==> src/rtl/core/wbdf_pkg.sv <==
// ----------------------------------------------------------------------------
// wbdf_pkg
// Shared types, constants and a function of the byte descrambler with
// CRC-32 frame check: item modes, queued operations, the descrambler
// step table and the byte-wise reflected CRC-32 update.
// ----------------------------------------------------------------------------
`default_nettype none

package wbdf_pkg;

  // Frame length register width and limits.
  localparam int unsigned FRAME_W = 12;
  localparam logic [FRAME_W-1:0] MIN_FRAME = FRAME_W'(4);
  localparam logic [FRAME_W-1:0] MAX_FRAME = FRAME_W'(4095);
  localparam logic [FRAME_W-1:0] FCS_BYTES = FRAME_W'(4);
  localparam logic [FRAME_W-1:0] FRAME_RESET = FRAME_W'(4);

  // CRC-32 constants (reflected form).
  localparam logic [31:0] CRC_POLY = 32'hEDB88320;
  localparam logic [31:0] CRC_INIT = 32'hFFFFFFFF;

  // Configuration register byte addresses.
  localparam int unsigned ADDR_W = 3;
  localparam logic [ADDR_W-1:0] REG_FRAME_LENGTH = 3'd0;

  // Input item modes.
  typedef enum logic [1:0] {
    MODE_RAW   = 2'd0,
    MODE_ARM   = 2'd1,
    MODE_ABORT = 2'd2
  } mode_t;

  // Front-end frame tracking states.
  typedef enum logic [1:0] {
    ST_IDLE,
    ST_DROP,
    ST_SEED,
    ST_DATA
  } front_st_t;

  // Operations handed from the front end to the back end.
  typedef enum logic [1:0] {
    OP_ARM,
    OP_SEED,
    OP_DATA
  } op_kind_t;

  typedef struct packed {
    op_kind_t  kind;
    logic [7:0] raw_byte;
    logic       crc_en;
    logic       last;
  } op_t;

  // Scrambler state advanced eight steps, indexed by the upper seven bits.
  localparam logic [7:0] SCR_NEXT [128] = '{
    8'h00, 8'h91, 8'h22, 8'hb3, 8'h44, 8'hd5, 8'h66, 8'hf7,
    8'h19, 8'h88, 8'h3b, 8'haa, 8'h5d, 8'hcc, 8'h7f, 8'hee,
    8'h32, 8'ha3, 8'h10, 8'h81, 8'h76, 8'he7, 8'h54, 8'hc5,
    8'h2b, 8'hba, 8'h09, 8'h98, 8'h6f, 8'hfe, 8'h4d, 8'hdc,
    8'h64, 8'hf5, 8'h46, 8'hd7, 8'h20, 8'hb1, 8'h02, 8'h93,
    8'h7d, 8'hec, 8'h5f, 8'hce, 8'h39, 8'ha8, 8'h1b, 8'h8a,
    8'h56, 8'hc7, 8'h74, 8'he5, 8'h12, 8'h83, 8'h30, 8'ha1,
    8'h4f, 8'hde, 8'h6d, 8'hfc, 8'h0b, 8'h9a, 8'h29, 8'hb8,
    8'hc8, 8'h59, 8'hea, 8'h7b, 8'h8c, 8'h1d, 8'hae, 8'h3f,
    8'hd1, 8'h40, 8'hf3, 8'h62, 8'h95, 8'h04, 8'hb7, 8'h26,
    8'hfa, 8'h6b, 8'hd8, 8'h49, 8'hbe, 8'h2f, 8'h9c, 8'h0d,
    8'he3, 8'h72, 8'hc1, 8'h50, 8'ha7, 8'h36, 8'h85, 8'h14,
    8'hac, 8'h3d, 8'h8e, 8'h1f, 8'he8, 8'h79, 8'hca, 8'h5b,
    8'hb5, 8'h24, 8'h97, 8'h06, 8'hf1, 8'h60, 8'hd3, 8'h42,
    8'h9e, 8'h0f, 8'hbc, 8'h2d, 8'hda, 8'h4b, 8'hf8, 8'h69,
    8'h87, 8'h16, 8'ha5, 8'h34, 8'hc3, 8'h52, 8'he1, 8'h70
  };

  // One byte of the reflected CRC-32, LSB first.
  function automatic logic [31:0] crc32_byte(input logic [31:0] crc,
                                             input logic [7:0]  b);
    logic [31:0] c;
    c = crc ^ {24'd0, b};
    for (int k = 0; k < 8; k++) begin
      c = c[0] ? ((c >> 1) ^ CRC_POLY) : (c >> 1);
    end
    return c;
  endfunction

endpackage

`default_nettype wire

==> src/rtl/core/wbdf_ifs.sv <==
// ----------------------------------------------------------------------------
// wbdf_ifs
// Valid/ready channels of the descrambler: raw byte requests in and
// descrambled byte requests out.
// ----------------------------------------------------------------------------
`default_nettype none

interface wbdf_in_if;
  import wbdf_pkg::*;

  logic       valid;
  logic       ready;
  logic [1:0] mode;
  logic [7:0] raw_byte;

  modport source (output valid, output mode, output raw_byte, input ready);
  modport sink   (input valid, input mode, input raw_byte, output ready);
endinterface

interface wbdf_out_if;
  import wbdf_pkg::*;

  logic        valid;
  logic        ready;
  logic [7:0]  data_byte;
  logic        last;
  logic        crc_ok;
  logic [31:0] crc_value;

  modport source (output valid, output data_byte, output last, output crc_ok,
                  output crc_value, input ready);
  modport sink   (input valid, input data_byte, input last, input crc_ok,
                  input crc_value, output ready);
endinterface

`default_nettype wire

==> src/rtl/core/wbdf_front.sv <==
// ----------------------------------------------------------------------------
// wbdf_front
// Front end: accepts every input request while the queue has room, tracks
// where the frame stands (idle, dropped byte, seed byte, data bytes) and
// queues one operation for each request that touches the datapath.
// ----------------------------------------------------------------------------
`default_nettype none

module wbdf_front (
  input  wire logic                      clk,
  input  wire logic                      rst,
  wbdf_in_if.sink                        in_item,
  input  wire logic [wbdf_pkg::FRAME_W-1:0] frame_length,
  output      logic                      push_valid,
  input  wire logic                      push_ready,
  output      wbdf_pkg::op_t             push_op
);
  import wbdf_pkg::*;

  front_st_t          state;
  front_st_t          state_next;
  logic [FRAME_W-1:0] count;
  logic [FRAME_W-1:0] last_pos;
  logic [FRAME_W-1:0] crc_limit;
  logic [FRAME_W-1:0] len_clamped;
  logic               accept;
  logic               is_arm;
  logic               is_abort;
  logic               is_raw;
  logic               data_last;

  // Requests are taken whenever the queue has room, including ignored ones.
  assign in_item.ready = push_ready;
  assign accept        = in_item.valid && push_ready;

  assign is_arm    = (mode_t'(in_item.mode) == MODE_ARM);
  assign is_abort  = (mode_t'(in_item.mode) == MODE_ABORT);
  assign is_raw    = (mode_t'(in_item.mode) == MODE_RAW);
  assign data_last = (count == last_pos);

  // Frame length is clamped into the legal range when a frame is armed.
  always_comb begin
    len_clamped = frame_length;
    if (frame_length < MIN_FRAME) begin
      len_clamped = MIN_FRAME;
    end else if (frame_length > MAX_FRAME) begin
      len_clamped = MAX_FRAME;
    end
  end

  // Next state.
  always_comb begin
    state_next = state;
    if (accept) begin
      if (is_arm) begin
        state_next = ST_DROP;
      end else if (is_abort) begin
        state_next = ST_IDLE;
      end else if (is_raw) begin
        case (state)
          ST_IDLE: state_next = ST_IDLE;
          ST_DROP: state_next = ST_SEED;
          ST_SEED: state_next = ST_DATA;
          ST_DATA: state_next = data_last ? ST_IDLE : ST_DATA;
          default: state_next = ST_IDLE;
        endcase
      end
    end
  end

  // Queue outputs.
  always_comb begin
    push_valid       = 1'b0;
    push_op.kind     = OP_DATA;
    push_op.raw_byte = in_item.raw_byte;
    push_op.crc_en   = (count < crc_limit);
    push_op.last     = data_last;
    if (in_item.valid) begin
      if (is_arm) begin
        push_valid   = 1'b1;
        push_op.kind = OP_ARM;
      end else if (is_raw) begin
        case (state)
          ST_SEED: begin
            push_valid   = 1'b1;
            push_op.kind = OP_SEED;
          end
          ST_DATA: begin
            push_valid   = 1'b1;
            push_op.kind = OP_DATA;
          end
          default: push_valid = 1'b0;
        endcase
      end
    end
  end

  // Frame state and byte count.
  always_ff @(posedge clk) begin
    if (rst) begin
      state     <= ST_IDLE;
      count     <= '0;
      last_pos  <= FRAME_RESET - FRAME_W'(1);
      crc_limit <= FRAME_RESET - FCS_BYTES;
    end else begin
      state <= state_next;
      if (accept && is_arm) begin
        count     <= '0;
        last_pos  <= len_clamped - FRAME_W'(1);
        crc_limit <= len_clamped - FCS_BYTES;
      end else if (accept && is_raw && state == ST_DATA) begin
        count <= count + FRAME_W'(1);
      end
    end
  end

endmodule

`default_nettype wire

==> src/rtl/core/wbdf_queue.sv <==
// ----------------------------------------------------------------------------
// wbdf_queue
// Two-entry operation queue between front and back end, so that each side
// can stall on its own while full rate is kept.
// ----------------------------------------------------------------------------
`default_nettype none

module wbdf_queue (
  input  wire logic          clk,
  input  wire logic          rst,
  input  wire logic          push_valid,
  output      logic          push_ready,
  input  wire wbdf_pkg::op_t push_op,
  output      logic          pop_valid,
  input  wire logic          pop_ready,
  output      wbdf_pkg::op_t pop_op
);
  import wbdf_pkg::*;

  op_t        entries [2];
  logic       wr_ptr;
  logic       rd_ptr;
  logic [1:0] fill;
  logic       do_push;
  logic       do_pop;

  assign push_ready = (fill != 2'd2);
  assign pop_valid  = (fill != 2'd0);
  assign pop_op     = entries[rd_ptr];
  assign do_push    = push_valid && push_ready;
  assign do_pop     = pop_valid && pop_ready;

  // Entry storage.
  always_ff @(posedge clk) begin
    if (do_push) begin
      entries[wr_ptr] <= push_op;
    end
  end

  // Pointers and fill level.
  always_ff @(posedge clk) begin
    if (rst) begin
      wr_ptr <= 1'b0;
      rd_ptr <= 1'b0;
      fill   <= 2'd0;
    end else begin
      if (do_push) begin
        wr_ptr <= ~wr_ptr;
      end
      if (do_pop) begin
        rd_ptr <= ~rd_ptr;
      end
      if (do_push && !do_pop) begin
        fill <= fill + 2'd1;
      end else if (do_pop && !do_push) begin
        fill <= fill - 2'd1;
      end
    end
  end

endmodule

`default_nettype wire

==> src/rtl/core/wbdf_back.sv <==
// ----------------------------------------------------------------------------
// wbdf_back
// Back end: runs the table-driven byte descrambler and the CRC-32, keeps
// the last four data bytes and holds each result in an output register.
// ----------------------------------------------------------------------------
`default_nettype none

module wbdf_back (
  input  wire logic          clk,
  input  wire logic          rst,
  input  wire logic          pop_valid,
  output      logic          pop_ready,
  input  wire wbdf_pkg::op_t pop_op,
  wbdf_out_if.source         out_item
);
  import wbdf_pkg::*;

  logic [7:0]  scr_state;
  logic [31:0] crc_reg;
  logic [31:0] tail_bytes;
  logic        out_valid;
  logic [7:0]  data_byte;
  logic        last;
  logic        crc_ok;
  logic [31:0] crc_value;

  logic        do_pop;
  logic [7:0]  data;
  logic [31:0] crc_next;
  logic [31:0] tail_next;

  // An operation is taken when the output register is free or draining.
  assign pop_ready = !out_valid || out_item.ready;
  assign do_pop    = pop_valid && pop_ready;

  // Descramble, CRC and tail window for a data byte.
  assign data      = pop_op.raw_byte ^ scr_state;
  assign crc_next  = pop_op.crc_en ? crc32_byte(crc_reg, data) : crc_reg;
  assign tail_next = {data, tail_bytes[31:8]};

  // Datapath state.
  always_ff @(posedge clk) begin
    if (rst) begin
      scr_state  <= 8'd0;
      crc_reg    <= CRC_INIT;
      tail_bytes <= 32'd0;
    end else if (do_pop) begin
      case (pop_op.kind)
        OP_ARM: begin
          crc_reg    <= CRC_INIT;
          tail_bytes <= 32'd0;
        end
        OP_SEED: scr_state <= SCR_NEXT[pop_op.raw_byte[7:1]];
        OP_DATA: begin
          scr_state  <= SCR_NEXT[scr_state[7:1]];
          crc_reg    <= crc_next;
          tail_bytes <= tail_next;
        end
        default: scr_state <= scr_state;
      endcase
    end
  end

  // Output register valid flag.
  always_ff @(posedge clk) begin
    if (rst) begin
      out_valid <= 1'b0;
    end else if (do_pop && pop_op.kind == OP_DATA) begin
      out_valid <= 1'b1;
    end else if (out_item.ready) begin
      out_valid <= 1'b0;
    end
  end

  // Output register payload.
  always_ff @(posedge clk) begin
    if (do_pop && pop_op.kind == OP_DATA) begin
      data_byte <= data;
      last      <= pop_op.last;
      crc_ok    <= pop_op.last && (tail_next == ~crc_next);
      crc_value <= ~crc_next;
    end
  end

  assign out_item.valid     = out_valid;
  assign out_item.data_byte = data_byte;
  assign out_item.last      = last;
  assign out_item.crc_ok    = crc_ok;
  assign out_item.crc_value = crc_value;

endmodule

`default_nettype wire

==> src/rtl/core/wlan_byte_descrambler_fcs_check.sv <==
// ----------------------------------------------------------------------------
// wlan_byte_descrambler_fcs_check
// 802.11a byte descrambler with CRC-32 frame check sequence test. Holds
// the frame length register and joins front end, queue and back end.
// ----------------------------------------------------------------------------
//
//   channel   dir  handshake       payload
//   in_item   in   valid/ready     mode[1:0], raw_byte[7:0]
//   out_item  out  valid/ready     data_byte[7:0], last, crc_ok, crc_value[31:0]
//   apb       in   psel/penable    paddr[2:0], pwdata[31:0] -> prdata[31:0]
//
// One input request is taken every cycle while the queue has room; a data
// byte passes through a queue entry and then the output register.
// The back end updates descrambler and CRC for one byte per cycle unless
// the output stalls; the eight-step CRC byte update sets the clock limit.
// Reset is synchronous and clears frame state, queue and the output valid flag.
// Output stalls fill the two-entry queue, which then holds off input.
// ----------------------------------------------------------------------------
`default_nettype none

module wlan_byte_descrambler_fcs_check (
  input  wire logic                        clk,
  input  wire logic                        rst,
  wbdf_in_if.sink                          in_item,
  wbdf_out_if.source                       out_item,
  input  wire logic                        psel,
  input  wire logic                        penable,
  input  wire logic                        pwrite,
  input  wire logic [wbdf_pkg::ADDR_W-1:0] paddr,
  input  wire logic [31:0]                 pwdata,
  output      logic [31:0]                 prdata,
  output      logic                        pready
);
  import wbdf_pkg::*;

  logic [FRAME_W-1:0] frame_length;
  logic               push_valid;
  logic               push_ready;
  op_t                push_op;
  logic               pop_valid;
  logic               pop_ready;
  op_t                pop_op;
  logic               reg_sel;

  // Configuration register.
  assign pready  = 1'b1;
  assign reg_sel = (paddr[ADDR_W-1:2] == REG_FRAME_LENGTH[ADDR_W-1:2]);
  assign prdata  = reg_sel ? {{(32-FRAME_W){1'b0}}, frame_length} : 32'd0;

  always_ff @(posedge clk) begin
    if (rst) begin
      frame_length <= FRAME_RESET;
    end else if (psel && penable && pwrite && pready && reg_sel) begin
      frame_length <= pwdata[FRAME_W-1:0];
    end
  end

  // Front end: classify requests.
  wbdf_front u_front (
    .clk          (clk),
    .rst          (rst),
    .in_item      (in_item),
    .frame_length (frame_length),
    .push_valid   (push_valid),
    .push_ready   (push_ready),
    .push_op      (push_op)
  );

  // Operation queue.
  wbdf_queue u_queue (
    .clk        (clk),
    .rst        (rst),
    .push_valid (push_valid),
    .push_ready (push_ready),
    .push_op    (push_op),
    .pop_valid  (pop_valid),
    .pop_ready  (pop_ready),
    .pop_op     (pop_op)
  );

  // Back end: descramble and check.
  wbdf_back u_back (
    .clk       (clk),
    .rst       (rst),
    .pop_valid (pop_valid),
    .pop_ready (pop_ready),
    .pop_op    (pop_op),
    .out_item  (out_item)
  );

endmodule

`default_nettype wire
==> src/flat_wrapper.sv <==
// flat-port wrapper written by rule: the top's interface ports become plain ports
module wlan_byte_descrambler_fcs_check_flat import wbdf_pkg::*;
  (clk, rst, psel, penable, pwrite, paddr, pwdata, prdata, pready, in_item_valid, in_item_mode, in_item_raw_byte, in_item_ready, out_item_valid, out_item_data_byte, out_item_last, out_item_crc_ok, out_item_crc_value, out_item_ready);
  wbdf_in_if in_item_i ();
  wbdf_out_if out_item_i ();
  input  wire logic clk;
  input  wire logic rst;
  input  wire logic psel;
  input  wire logic penable;
  input  wire logic pwrite;
  input  wire logic [wbdf_pkg::ADDR_W-1:0] paddr;
  input  wire logic [31:0] pwdata;
  output      logic [31:0] prdata;
  output      logic pready;
  input wire logic [$bits(in_item_i.valid)-1:0] in_item_valid;
  input wire logic [$bits(in_item_i.mode)-1:0] in_item_mode;
  input wire logic [$bits(in_item_i.raw_byte)-1:0] in_item_raw_byte;
  output wire logic [$bits(in_item_i.ready)-1:0] in_item_ready;
  output wire logic [$bits(out_item_i.valid)-1:0] out_item_valid;
  output wire logic [$bits(out_item_i.data_byte)-1:0] out_item_data_byte;
  output wire logic [$bits(out_item_i.last)-1:0] out_item_last;
  output wire logic [$bits(out_item_i.crc_ok)-1:0] out_item_crc_ok;
  output wire logic [$bits(out_item_i.crc_value)-1:0] out_item_crc_value;
  input wire logic [$bits(out_item_i.ready)-1:0] out_item_ready;
  assign in_item_i.valid = in_item_valid;
  assign in_item_i.mode = in_item_mode;
  assign in_item_i.raw_byte = in_item_raw_byte;
  assign in_item_ready = in_item_i.ready;
  assign out_item_valid = out_item_i.valid;
  assign out_item_data_byte = out_item_i.data_byte;
  assign out_item_last = out_item_i.last;
  assign out_item_crc_ok = out_item_i.crc_ok;
  assign out_item_crc_value = out_item_i.crc_value;
  assign out_item_i.ready = out_item_ready;
  wlan_byte_descrambler_fcs_check u_core (.clk(clk), .rst(rst), .in_item(in_item_i), .out_item(out_item_i), .psel(psel), .penable(penable), .pwrite(pwrite), .paddr(paddr), .pwdata(pwdata), .prdata(prdata), .pready(pready));
endmodule
==> config.mk <==
export PLATFORM = sky130hd
export DESIGN_NAME = wlan_byte_descrambler_fcs_check_flat
export DESIGN_NICKNAME = d
export VERILOG_FILES = /design/src/rtl/core/wbdf_pkg.sv /design/src/rtl/core/wbdf_ifs.sv /design/src/rtl/core/wbdf_front.sv /design/src/rtl/core/wbdf_queue.sv /design/src/rtl/core/wbdf_back.sv /design/src/rtl/core/wlan_byte_descrambler_fcs_check.sv /design/src/flat_wrapper.sv
export SDC_FILE = /design/constraint.sdc
export NUM_CORES = 1
export LEC_CHECK = 0
export BUFFER_PORTS_ARGS = -buffer_cell sky130_fd_sc_hd__clkbuf_2
export CAP_MARGIN = 10
export CORE_MARGIN = 10
export CORE_UTILIZATION = 55
export DETAILED_ROUTE_END_ITERATION = 12
export GPL_ROUTABILITY_DRIVEN = 1
export PLACE_DENSITY_LB_ADDON = 0.05
export SLEW_MARGIN = 25
export SYNTH_ARGS = -nofsm -noshare
export SYNTH_HDL_FRONTEND = slang
export SYNTH_SLANG_ARGS = --single-unit
==> constraint.sdc <==
create_clock -name clk -period 3.5 [get_ports clk]
set_input_delay 0.7 -clock clk [delete_from_list [all_inputs] [get_ports clk]]
set_output_delay 0.7 -clock clk [all_outputs]
set_load 0.02 [all_outputs]
Word-level counts from Yosys, hierarchy flattened
Memories as Yosys holds them, arrays and structs flattened. A register that Yosys moved wholly into a read port is not among the register bits.
Cells that the tools add are included.
Cells by class
  add/subtract/negate cells: 5
  $lt $le $gt $ge: 5
  equal/unequal tests: 10
  multiplexer cells: 40
  bitwise operators: 16
  reduce and logical (&&, ||, !) cells: 31
Operators with widths (number)
  two-way mux 32 bit: 9
  case mux 32 bit (2 select lines): 2
  inverter 13 -> 14 bit: 8
  two-way mux 12 bit: 3
  == test 32 bit: 1
  two-way mux 8 bit: 4
  inverter 32 bit: 1
  bitwise XOR 32 x 8 -> 32 bit: 1
  two-way mux 2 bit: 10
  greater-or-equal comparator 8 bit (second input constant): 2
  inverter 7 -> 8 bit: 2
  case mux 8 bit (2 select lines): 1
  logical AND 1 bit: 13
  adder 12 x 1 -> 12 bit (second input constant): 1
  == test 12 bit: 1
  greater-than comparator 12 bit (second input constant): 1
  less-than comparator 12 bit: 1
  less-than comparator 12 x 3 -> 1 bit (second input constant): 1
  subtractor 12 x 1 -> 12 bit (second input constant): 1
  subtractor 12 x 3 -> 12 bit (second input constant): 1
  two-way mux 1 bit: 10
  nonzero test 2 bit: 5
  == test 2 bit (second input constant): 4
  case mux 2 bit (4 select lines): 1
  other kinds (12): 23
Word-level totals
  register bits after elaboration: 169
  RAM bits: 24
  memory bits (read-only): 2048
  input port bits: 52
  output and inout port bits: 77
  word-level logic and storage cells: 126
  memories kept: 3
Memories
  (no name shown): words 128, width 8, read ports 1, clocked after Yosys merged registers in 0, write ports 0, line wbdf_back.sv:55  | scr_state <= SCR_NEXT[scr_state[7:1]];
  (no name shown): words 128, width 8, read ports 1, clocked after Yosys merged registers in 0, write ports 0, line wbdf_back.sv:53  | OP_SEED: scr_state <= SCR_NEXT[pop_op.raw_byte[7:1]];
  u_core.u_queue.entries: words 2, width 12, read ports 1, clocked after Yosys merged registers in 1, write ports 1, line wbdf_queue.sv:20  | op_t entries [2];

Longest topological paths before layout
Gate-level depths: netlist (run 1).
  word-level depth: 22
  mapped depth: 12
  depth with buffers taken out: 11

Modules after synthesis
A second synthesis (run 1) with hierarchy kept.
Second synthesis, totals
  cells, all modules: 990
  area, all modules: 10042.1 um^2
Modules (own cells, without submodules)
  wbdf_back: times used 1, cells an instance 553, area an instance 5796.8 um^2, seq. area each 2562.5 um^2
  wbdf_front: times used 1, cells an instance 287, area an instance 2358.5 um^2, seq. area each 760.7 um^2
  wbdf_queue: times used 1, cells an instance 61, area an instance 1083.5 um^2, seq. area each 820.8 um^2
  wlan_byte_descrambler_fcs_check: times used 1, cells an instance 89, area an instance 803.3 um^2, seq. area each 240.2 um^2

Least setup slack after synthesis (run 1)
No wires, ideal clock.
  path kind: reg2reg
  start point: reg (tool-made name)
  end point: reg u_core.u_back.crc_ok, in the netlist u_core.u_back.out_item.crc_ok (data pin)
  library setup time: 0.134 ns
  arrival: 2.910 ns
  data required time: 3.366 ns
  setup slack: 0.456 ns
  stages on the path, launching flop included: 13
  path buffers: 2
  clock period less this slack: 3.044 ns
  cell sequence: dfxtp_1 > buf_6 > buf_6 > mux2i_2 > xnor3_2 > xor2_4 > xnor2_4 > nor3_1 > or4_1 > a221oi_2 > nand4_1 > nor4_1 > and4_1
RTL lines
  end signal, assigned: line wbdf_back.sv:80  | crc_ok <= pop_op.last && (tail_next == ~crc_next);
  end, declared: line wbdf_back.sv:24  | logic crc_ok;

==> flow_summary_export.csv, run 1 <==
group,metric,value,unit
yosys,seq_area_frac_synth,44.4,%
floorplanning,die_y,154,um
layout,diodes,0,
pwr,irDropWorstVdd,562,uV
cts,htreeDepth,4,
critical_path,cp.required,3.81,ns
critical_path,path_cells,"buf_4, mux2i_4, xnor3_2, buf_4, xor2_4, xnor2_2, xor2_1, o32ai_1, o21ai_0, a221o_1, nor3_1, and4_1",
timing,fmax,0.302,GHz
routing,wl,25500,um
grt,overflow,0,
cts,tritoncts,"yes",
layout,layout-drive-gt1-share,20.7,%
pwr,power.leakage,4.37,nW
timing,hold_viol_final,0,
placement,dp_hpwl,18900,um
placement,place_inst,1329,
worst_hold_path,hold_class,"in -> reg",
layout,fin_nets,1210,
cts,cts_root_buf,"clkbuf_16",
floorplanning,die_w,154,um
critical_path,end_kind,"register",
timing,fin_crit_sh,94.6,%
grt,grt_max_degree,43,
timing,finalSetupViolations,0,
timing,clock_skew,0.00963,ns
timing,setup_tns,0,ns
yosys,synth-simple-area-share,15.4,%
grt,track_usage,21.2,%
critical_path,cp_num_buf_inv,2,
cts,cts_sinks,186,
yosys,synth-seq-cells,186,
yosys,synth_edf_count,66,
routing,first_iter_violations,600,
timing,rsz0062_at_grt,"false",
placement,globalplace.congestion,1.00,
yosys,yosys.area_share.xor_xnor,17.9,%
yosys,ys.flop_type,"dfxtp_1",
critical_path,arrival,3.62,ns
cts,clock_path_buffers,2,
yosys,synthAdderAreaFrac,2.28,%
routing,drcViolationCount,0,
yosys,yosys_warnings,0,
timing,tightest_slew,0.902,ns
yosys,synth_top_family_by_area,"XOR/XNOR gates",
critical_path,crit_fanout,6,
cts,cts_buffers,17,
run_status,status,"completed",
floorplanning,core_area,0.0175,mm2
yosys,syn_area_per_cell,9.54,um2
routing,vias_per_cell,5.46,
floorplanning,die-area,0.0237,mm2
floorplanning,start_util,56.5,%
timing,relSlewSlack,39.5,%
yosys,synth_compound_area_share,12.0,%
routing,post_drt_wl_per_cell,18.5,um
grt,antenna_found_initial,0,
yosys,synthCells,1036,
layout,fin_cells,1378,
yosys,netlist_area,0.00988,mm2
layout,area_growth,15.6,%
critical_path,cp-start-kind,"register",
timing,fin_crit,3.31,ns
critical_path,critical-path-max-stage-delay,0.39,ns
pwr,power.density,979,mW/mm2
placement,portBuffers,85,
critical_path,worstSetupPathType,"reg -> reg",
grt,grt_pass1_wl,40200,um
critical_path,crit_slowest_cell,"dfxtp_1",
grt,grt_pass1_vias,7278,
pwr,p_total,11.2,mW
layout,final_common_cell,"dfxtp_1",
floorplanning,num_rows,48,
routing,detail-route-antenna-nets,0,
yosys,synth_mux_area_share,2.53,%
timing,drv_slew,0,
routing,detail_route.first_pass.iterations,6,
cts,clock_latency,0.45,ns
flow_run,drv_cap,0,
cts,cts.clk_slew.worst_paths,0.08,ns
critical_path,path_common_cell,"buf_4",
yosys,synth.distinct_cells,65,
yosys,async_reset_ff_share,0,%
critical_path,cp_top_family,"XOR/XNOR gates",
floorplanning,ios,129,
layout,final_cell_mix,"dfxtp_1, nor2_1, nand2_1, xnor2_1, a21oi_1",
routing,vias,7517,
## per-layer routing
layer	wire, um	vias up	global-route usage (%)
met4	711	0	7.51
met3	1660	54	5.08
met2	12300	265	35.3
li1	-	3695	-
met1	10800	3503	26.0
met5	0	-	0
## cells by family (layout without fill, tap and decap cells)
kind of cell | count (synthesis) | after routing
AO/OA/AOI/OAI | 195 | 195
XOR/XNOR | 171 | 171
adder cells (fa/ha/maj) | 18 | 18
buffers and inverters | 117 | 215
flip-flops | 186 | 186
multiplexers | 18 | 18
other | 2 | 21
AND/OR/NAND/NOR | 329 | 329
## stage by stage
stage               utilization [%]  setup WS, ns  hold WS, ns  instance area (um2)
detailed placement             60.8        0.0504        0.448                10600
floorplan                         -         0.456        0.432                 9950
global placement               60.8        0.0880        0.441                10600
finish                         65.4         0.190        0.436                11400
CTS                            64.4        0.0176        0.425                11200
global route                   65.4       0.00180        0.423                11400
## worst reg2reg max path: cells and delay by family (launching register included)
family | cells | cell delay [ns]
buffers and inverters | 2 | 0.44
AO/OA/AOI/OAI | 3 | 0.78
multiplexers | 1 | 0.30
XOR/XNOR | 4 | 0.90
flip-flops | 1 | 0.39
AND/OR/NAND/NOR | 2 | 0.36
## repair_timing
| action | in CTS | in global routing |
|---|---|---|
| setup buffers | 0 | 17 |
| resized for setup | 0 | 7 |
| hold buffers | 0 | 0 |
| endpoints found under the hold margin | 0 | 0 |
| setup endpoints to repair | 0 | 1 |
## final cells by class
| cell class | instances | area, um2 |
|---|---|---|
| timing repair buffer | 145 | 888 |
| clock inverter | 15 | 203 |
| multi-input combinational | 752 | 5100 |
| tap | 225 | 282 |
| fill | 1485 | 6050 |
| inverter | 38 | 143 |
| clock buffer | 17 | 425 |
| sequential | 186 | 4380 |
## synthesized netlist by cell type, types with 3 or more instances
cell type	count	share of area [%]
edfxtp_1	66	20
nand2b_1	19	1.2
buf_4	21	1.6
xor2_4	3	0.84
nor2b_1	17	1.1
nor3b_1	3	0.23
inv_1	38	1.4
o211ai_1	9	0.68
a211oi_1	20	1.5
nand3_1	23	1.2
a22oi_1	9	0.68
or2_2	24	1.5
o21ai_0	25	1.3
buf_1	5	0.19
o21ai_1	3	0.15
clkbuf_1	50	1.9
a221oi_1	3	0.27
ha_1	18	2.3
a21oi_1	89	4.5
xnor2_1	91	8.1
xor2_1	61	5.4
nor3_1	13	0.66
nor4_1	5	0.32
or3_1	5	0.32
nand4_1	8	0.51
xnor3_2	7	1.7
dfxtp_1	120	24
a21o_1	3	0.23
mux2_2	3	0.34
o22ai_1	13	0.82
mux2i_4	5	1.1
nor2_1	107	4.1
nand2_1	95	3.6
xnor2_2	4	0.66
a222oi_1	3	0.30
mux2i_1	9	0.91
## path summary, 6_finish.rpt
kind | startpoint | endpoint | slack, ns | cells after the start
max | register | u_core.u_back.out_item.crc_ok$_DFFE_PP_ | 0.19 | 12
min | in_item_raw_byte[6] | u_core.u_queue.entries[0][8]$_DFFE_PP_ | 0.44 | 1
max reg2reg | register | u_core.u_back.out_item.crc_ok$_DFFE_PP_ | 0.19 | 12
min reg2reg | u_core.u_front.crc_limit[1]$_SDFFE_PP0P_ | u_core.u_front.crc_limit[1]$_SDFFE_PP0P_ | 0.46 | 2
## report_power, final
part	switching, mW	leakage [nW]	internal [mW]
logic	3.60	2.49	2.69
registers	0.202	1.58	2.66
clock network	0.934	0.308	1.10
Power figures use the tool's default switching activity.
==> run 2, diff against run 1 <==
--- a/config.mk
+++ b/config.mk
@@ -12,7 +12,9 @@
 export DETAILED_ROUTE_END_ITERATION = 12
 export GPL_ROUTABILITY_DRIVEN = 1
 export PLACE_DENSITY_LB_ADDON = 0.05
+export SETUP_SLACK_MARGIN = 0.4
 export SLEW_MARGIN = 25
 export SYNTH_ARGS = -nofsm -noshare
 export SYNTH_HDL_FRONTEND = slang
+export SYNTH_HIERARCHICAL = 1
 export SYNTH_SLANG_ARGS = --single-unit
==> run 2 against run 1 <==
  * Register-to-register slack got worse by 0.17 ns
  * Core utilization increased by 1.4 points
  * Synthesized cell count decreased by 4.4%
  * Die area increased by 1.4%
  * Area after synthesis increased by 1.6%
  * Non-clock buffer count increased by 55
  * Critical path type unchanged
  * Total power increased by 8.8%
  * Global-route usage decreased by 0.69 points
  * Setup slack got worse by 0.17 ns
  * Combinational power increased by 20%
==> flow_summary_export.csv, run 2 <==
group,metric,value,unit
routing,vias,7372,
placement,placed_area,0.0111,mm2
critical_path,rr_worst_depth,10,
layout,register_area,0.00439,mm2
yosys,synth-seq-cells,186,
timing,tightest_slew,0.741,ns
pwr,power.density,1010,mW/mm2
grt,overflow,0,
critical_path,worstSetupPathType,"reg -> reg",
floorplanning,die-area,0.0241,mm2
yosys,yosys_warnings,6,
timing,drv_slew,0,
routing,vias_per_cell,5.33,
floorplanning,num_rows,49,
routing,first_iter_violations,486,
run_status,status,"completed",
critical_path,arrival,3.75,ns
layout,fin_nets,1213,
yosys,synth_edf_count,66,
grt,use_met1,24.4,%
grt,antenna_found_initial,1,
yosys,netlist_area,0.0100,mm2
critical_path,end_kind,"register",
layout,nFillCells,1466,
yosys,async_reset_ff_share,0,%
cts,clock_path_buffers,2,
critical_path,cp.required,3.76,ns
critical_path,timing.critical_path.to,"u_core/u_back/out_item.crc_ok$_DFFE_PP_",
pwr,power.leakage,4.86,nW
flow_run,drv_cap,0,
timing,fin_crit,3.48,ns
timing,setup_slack,0.0156,ns
floorplanning,start_util,55.9,%
yosys,synth.most_common_cell,"dfxtp_1",
critical_path,cp-start-kind,"register",
yosys,synth_common_cells,"dfxtp_1, nor2_1, xor2_1",
grt,grtUsageMet3,4.55,%
cts,cts_root_buf,"clkbuf_16",
floorplanning,die_y,155,um
routing,post_drt_wl_per_cell,17.9,um
yosys,ys_top_cells_by_area,"dfxtp_1, edfxtp_1, xor2_1, xnor2_1, nor2_1",
layout,diodes,0,
timing,finalSetupViolations,0,
layout,final_common_cell,"dfxtp_1",
placement,globalplace.congestion,0.932,
cts,cts_buffers,17,
placement,dp_hpwl,18100,um
placement,portBuffers,85,
layout,final_cell_area,0.0120,mm2
timing,fmax,0.287,GHz
routing,detail_route.first_pass.iterations,6,
timing,relSlewSlack,50.5,%
layout,area_growth,19.4,%
routing,wl,24800,um
worst_hold_path,hold_class,"in -> reg",
grt,track_usage,20.5,%
timing,fin_crit_sh,99.6,%
floorplanning,core_area,0.0180,mm2
yosys,synth_top_area_cell,"dfxtp_1",
critical_path,crit_fanout,7,
yosys,ys.flop_type,"dfxtp_1",
critical_path,r2r-end,"u_core/u_back/out_item.crc_ok$_DFFE_PP_",
cts,postCtsHoldBufs,0,
layout,final_cell_mix,"dfxtp_1, nor2_1, buf_4, clkbuf_2, xor2_1",
grt,grt_util_met2,34.9,%
yosys,synth.distinct_cells,75,
cts,cts.clk_slew.worst_paths,0.07,ns
floorplanning,die_w,155,um
timing,clock_skew,0.0107,ns
layout,layout-drive-gt1-share,27.3,%
worst_hold_path,hold_depth,1,
cts,tritoncts,"yes",
cts,htreeDepth,4,
grt,grt_pass1_wl,39200,um
yosys,synthCells,990,
yosys,synth_top_area_share,23.9,%
pwr,irDropWorstVdd,670,uV
placement,pre_cts_ws,-0.0741,ns
timing,hold_viol_final,0,
critical_path,rrSetupSlack,0.02,ns
yosys,seq_area_frac_synth,43.7,%
routing,drcViolationCount,0,
layout,multi_input_area,0.00528,mm2
grt,grt_max_degree,78,
cts,clock_latency,0.43,ns
floorplanning,ios,129,
cts,cts_sinks,186,
timing,rsz0062_at_grt,"true",
grt,grt_pass1_vias,7254,
grt,grt.busiest_layer,"met2",
routing,detail-route-antenna-nets,0,
yosys,syn_area_per_cell,10.1,um2
==> run 2: worst min path at each step <==
stage,start,endpoint,slack (ns)
final,in_item_raw_byte[0],u_core/u_queue/entries[0][2]$_DFFE_PP_,0.45
after floorplan,u_core/u_front/crc_limit[11]$_SDFFE_PP0P_,u_core/u_front/crc_limit[11]$_SDFFE_PP0P_,0.43
after global placement,u_core/u_front/crc_limit[2]$_SDFFE_PP0P_,u_core/u_front/crc_limit[2]$_SDFFE_PP0P_,0.45
after global routing,in_item_raw_byte[0],u_core/u_queue/entries[0][2]$_DFFE_PP_,0.43
after detailed placement,u_core/u_front/crc_limit[1]$_SDFFE_PP0P_,u_core/u_front/crc_limit[1]$_SDFFE_PP0P_,0.45
after CTS,in_item_raw_byte[0],u_core/u_queue/entries[0][2]$_DFFE_PP_,0.44
==> run 2: routing by layer <==
| metal | part of all wire (%) | wire (um) |
|---|---|---|
| met5 | 0.040 | 10 |
| met4 | 3.4 | 847 |
| met3 | 4.9 | 1200 |
| met2 | 50 | 12300 |
| met1 | 42 | 10400 |
==> run 2: report_power, final <==
part	total, mW	internal (mW)	switching (mW)
Clock	1.86	1.01	0.855
Sequential	2.76	2.62	0.143
Combinational	7.54	3.91	3.63
==> run 2: final cells by class <==
| type | instances | share of cell area, % |
|---|---|---|
| Clock buffer | 20 | 3.73 |
| Multi-Input combinational cell | 703 | 44.1 |
| Timing Repair Buffer | 200 | 11.2 |
| Sequential cell | 186 | 36.6 |
| Tap cell | 229 | 2.39 |
| Inverter | 34 | 1.08 |
| Clock inverter | 12 | 0.960 |
==> run 2: critical path, cell delays in order, from the launching register on <==
cell       delay [ns]
dfxtp_4          0.37
buf_12           0.12
mux2_2           0.37
xor3_4           0.40
xnor2_4          0.16
or3_1            0.37
and4_1           0.25
a2111oi_4        0.36
o2111ai_1        0.19
or4_4            0.46
nor4_2           0.27
==> run 2: stage by stage <==
| step | instances | power [mW] | hold slack, ns | setup TNS (ns) | util, % |
|---|---|---|---|---|---|
| finish | 1384 | 12.2 | 0.451 | 0 | 66.7 |
| global route | 1384 | 12.8 | 0.429 | -0.133 | 66.7 |
| CTS | 1381 | 11.7 | 0.438 | -0.0156 | 65.9 |
| detailed placement | 1338 | 9.31 | 0.447 | -0.0741 | 62.0 |
| global placement | 1338 | 9.26 | 0.446 | -0.119 | 62.0 |
| floorplan | 1009 | 6.86 | 0.432 | 0 | - |
==> run 2: cells by family after synthesis <==
| logic type | Yosys count | share of synthesized area, % |
|---|---|---|
| AND/OR/NAND/NOR | 294 | 15.2 |
| flip-flops | 186 | 43.7 |
| AO/OA/AOI/OAI | 164 | 10.5 |
| XOR/XNOR | 161 | 17.5 |
| buffers and inverters | 120 | 6.15 |
| multiplexers | 44 | 4.56 |
| adder cells (fa/ha/maj) | 19 | 2.37 |
| other | 2 | 0.0748 |
==> run 2: repair_timing <==
item | in CTS | in global routing
gates cloned | 0 | 0
pin swaps | 7 | 5
setup endpoints to repair | 4 | 6
setup buffers | 11 | 3
resized for setup | 12 | 20
==> run 3, diff against run 2 <==
--- a/config.mk
+++ b/config.mk
@@ -11,10 +11,9 @@
 export CORE_UTILIZATION = 55
 export DETAILED_ROUTE_END_ITERATION = 12
 export GPL_ROUTABILITY_DRIVEN = 1
-export PLACE_DENSITY_LB_ADDON = 0.05
+export PLACE_DENSITY = 0.79
 export SETUP_SLACK_MARGIN = 0.4
 export SLEW_MARGIN = 25
 export SYNTH_ARGS = -nofsm -noshare
 export SYNTH_HDL_FRONTEND = slang
-export SYNTH_HIERARCHICAL = 1
 export SYNTH_SLANG_ARGS = --single-unit
==> run 3 against run 2 <==
  * Fmax increased by 10%
  * Total power decreased by 2.3%
  * Via count increased by 4.5%
  * Combinational power decreased by 4.9%
  * Final cell count increased by 0.14%
  * Hold slack got worse by 0.0040 ns
  * Clock power about the same
  * Sequential cell count unchanged
  * Sequential share of layout area increased by 1.1 points
  * Core utilization decreased by 0.20 points
  * Routed wire length increased by 3.7%
  * Global-route usage increased by 1.0 points
  * Critical path type unchanged
==> flow_summary_export.csv, run 3 (synthesis results as in run 1) <==
group,metric,value,unit
routing,post_drt_wl_per_cell,18.5,um
worst_hold_path,hp-start,"in_item_raw_byte[5]",
critical_path,rrSetupSlack,0.34,ns
placement,portBuffers,85,
timing,finalSetupViolations,0,
routing,vias,7706,
layout,area_growth,17.7,%
routing,drcViolationCount,0,
critical_path,rr_worst_depth,13,
pwr,p_total,11.9,mW
timing,setup_slack,0.340,ns
layout,final_common_cell,"dfxtp_1",
critical_path,crit_slowest_cell,"or4_1",
pwr,power.density,1020,mW/mm2
grt,track_usage,21.5,%
timing,fmax,0.316,GHz
floorplanning,core_area,0.0175,mm2
cts,postCtsHoldBufs,0,
critical_path,path_common_cell,"buf_12",
grt,grt_pass1_wl,41000,um
timing,hold_viol_final,0,
routing,detail_route.first_pass.iterations,9,
cts,htreeDepth,4,
timing,fin_crit_sh,90.3,%
floorplanning,num_rows,48,
critical_path,cp_top_family,"simple AND/OR/NAND/NOR gates",
placement,pre_cts_ws,0.165,ns
critical_path,path_cells,"buf_12, mux2i_4, xnor3_2, buf_12, xnor2_4, buf_12, xnor2_4, nor3_1, or4_1, a221oi_2, nand4_1, nor4_1, and4_1",
critical_path,cp-start-kind,"register",
pwr,power.leakage,4.45,nW
layout,fin_nets,1218,
cts,cts_sinks,186,
pwr,intPower,6.98,mW
pwr,power_switching_share,41.2,%
floorplanning,die_y,154,um
layout,fin_cells,1386,
worst_hold_path,hold_depth,1,
critical_path,r2r-end,"u_core.u_back.out_item.crc_ok$_DFFE_PP_",
floorplanning,start_util,56.5,%
critical_path,cp_num_buf_inv,3,
cts,clock_path_buffers,2,
critical_path,end_kind,"register",
floorplanning,die-area,0.0237,mm2
timing,clock_skew,0.0141,ns
flow_run,drv_cap,0,
critical_path,crit_fanout,5,
critical_path,critical-path-max-stage-delay,0.44,ns
timing,setup_tns,0,ns
critical_path,worstSetupPathType,"reg -> reg",
timing,tightest_slew,0.891,ns
routing,detail-route-antenna-nets,0,
placement,dp_hpwl,18300,um
critical_path,arrival,3.46,ns
pwr,power_switching,4.90,mW
pwr,combPwrFrac,60.3,%
layout,layout-drive-gt1-share,21.7,%
cts,cts_root_buf,"clkbuf_16",
worst_hold_path,hold_end,"u_core.u_queue.entries[0][7]$_DFFE_PP_",
pwr,clock_power_share,15.5,%
critical_path,cp.required,3.80,ns
grt,grt_max_degree,95,
timing,rsz0062_at_grt,"true",
routing,wl,25700,um
cts,clock_latency,0.44,ns
pwr,p_seq_share,24.2,%
floorplanning,ios,129,
timing,relSlewSlack,40.2,%
grt,overflow,0,
layout,final_cell_area,0.0116,mm2
routing,first_iter_violations,608,
cts,cts_buffers,17,
timing,drv_slew,0,
cts,tritoncts,"yes",
layout,final_cell_mix,"dfxtp_1, nor2_1, nand2_1, xnor2_1, a21oi_1",
floorplanning,die_w,154,um
pwr,irDropWorstVdd,572,uV
cts,cts.clk_slew.worst_paths,0.07,ns
routing,vias_per_cell,5.56,
layout,diodes,0,
placement,placed_area,0.0106,mm2
grt,antenna_found_initial,0,
placement,place_inst,1327,
placement,globalplace.congestion,0.998,
run_status,status,"completed",
timing,fin_crit,3.16,ns
worst_hold_path,hold_class,"in -> reg",
grt,grt_pass1_vias,7668,
[run 3: changes by cell type in the layout (fill, tap and decap cells not counted), sizes merged, moves of 11 or more]
cell	change
xnor2	+28
a22oi	-18
o21ai	+11
a21oi	+29
nand2b	-20
buf	-47
nand2	+65
mux2	-11
mux2i	-15
[run 3: routing by layer]
metal  GRT usage (%)  up-vias  wire length, um
met5               0        -                0
met4            10.3        0             1060
met3            4.88       81             1760
met2            36.3      302            12500
met1            25.3     3614            10300
li1                -     3709                -
[run 3: worst max-delay path by stage]
stage | from | endpoint | cells past startpoint
after floorplan | register | u_core.u_back.out_item.crc_ok$_DFFE_PP_ | 12
after global placement | register | u_core.u_back.out_item.crc_ok$_DFFE_PP_ | 12
after detailed placement | register | u_core.u_back.out_item.crc_ok$_DFFE_PP_ | 12
after CTS | register | u_core.u_back.out_item.crc_ok$_DFFE_PP_ | 13
after global routing | register | u_core.u_back.out_item.crc_ok$_DFFE_PP_ | 13
final | register | u_core.u_back.out_item.crc_ok$_DFFE_PP_ | 13
[run 3: final cells by class]
class | count | area (um2)
fill | 1397 | 5850
tap | 225 | 282
timing repair buffer | 153 | 1050
clock inverter | 11 | 92.6
multi-input combinational | 752 | 5210
inverter | 38 | 143
sequential | 186 | 4390
clock buffer | 21 | 462
[run 3: power by group through the flow]
stage / registers (mW) / logic [mW] / clock network [mW]
global route: 2.90 / 7.65 / 1.95
CTS: 2.87 / 6.98 / 1.87
global placement: 2.90 / 5.87 / 0
detailed placement: 2.91 / 5.91 / 0
finish: 2.87 / 7.17 / 1.85
floorplan: 2.99 / 4.19 / 0
[run 3: repair_timing]
| action | 4_1_cts | 5_1_grt |
|---|---|---|
| cloned | 1 | 0 |
| pin swaps | 15 | 2 |
| hold endpoints to repair | 0 | 0 |
| setup buffers | 24 | 2 |
| setup endpoints to repair | 1 | 2 |
| resized for setup | 25 | 3 |
[run 3: worst reg2reg max path, cell delays in order, from the launching register on]
cell and delay, ns:
dfxtp_4 0.36, buf_12 0.13, mux2i_4 0.27, xnor3_2 0.34, buf_12 0.16, xnor2_4 0.22, buf_12 0.15, xnor2_4 0.10
nor3_1 0.08, or4_1 0.44, a221oi_2 0.21, nand4_1 0.15, nor4_1 0.19, and4_1 0.21
[run 3: through the flow]
| step | hold slack (ns) | util (%) |
|---|---|---|
| final | 0.447 | 66.5 |
| after floorplan | 0.432 | - |
| after global routing | 0.441 | 66.5 |
| after detailed placement | 0.454 | 60.8 |
| after global placement | 0.441 | 60.8 |
| after CTS | 0.440 | 66.3 |
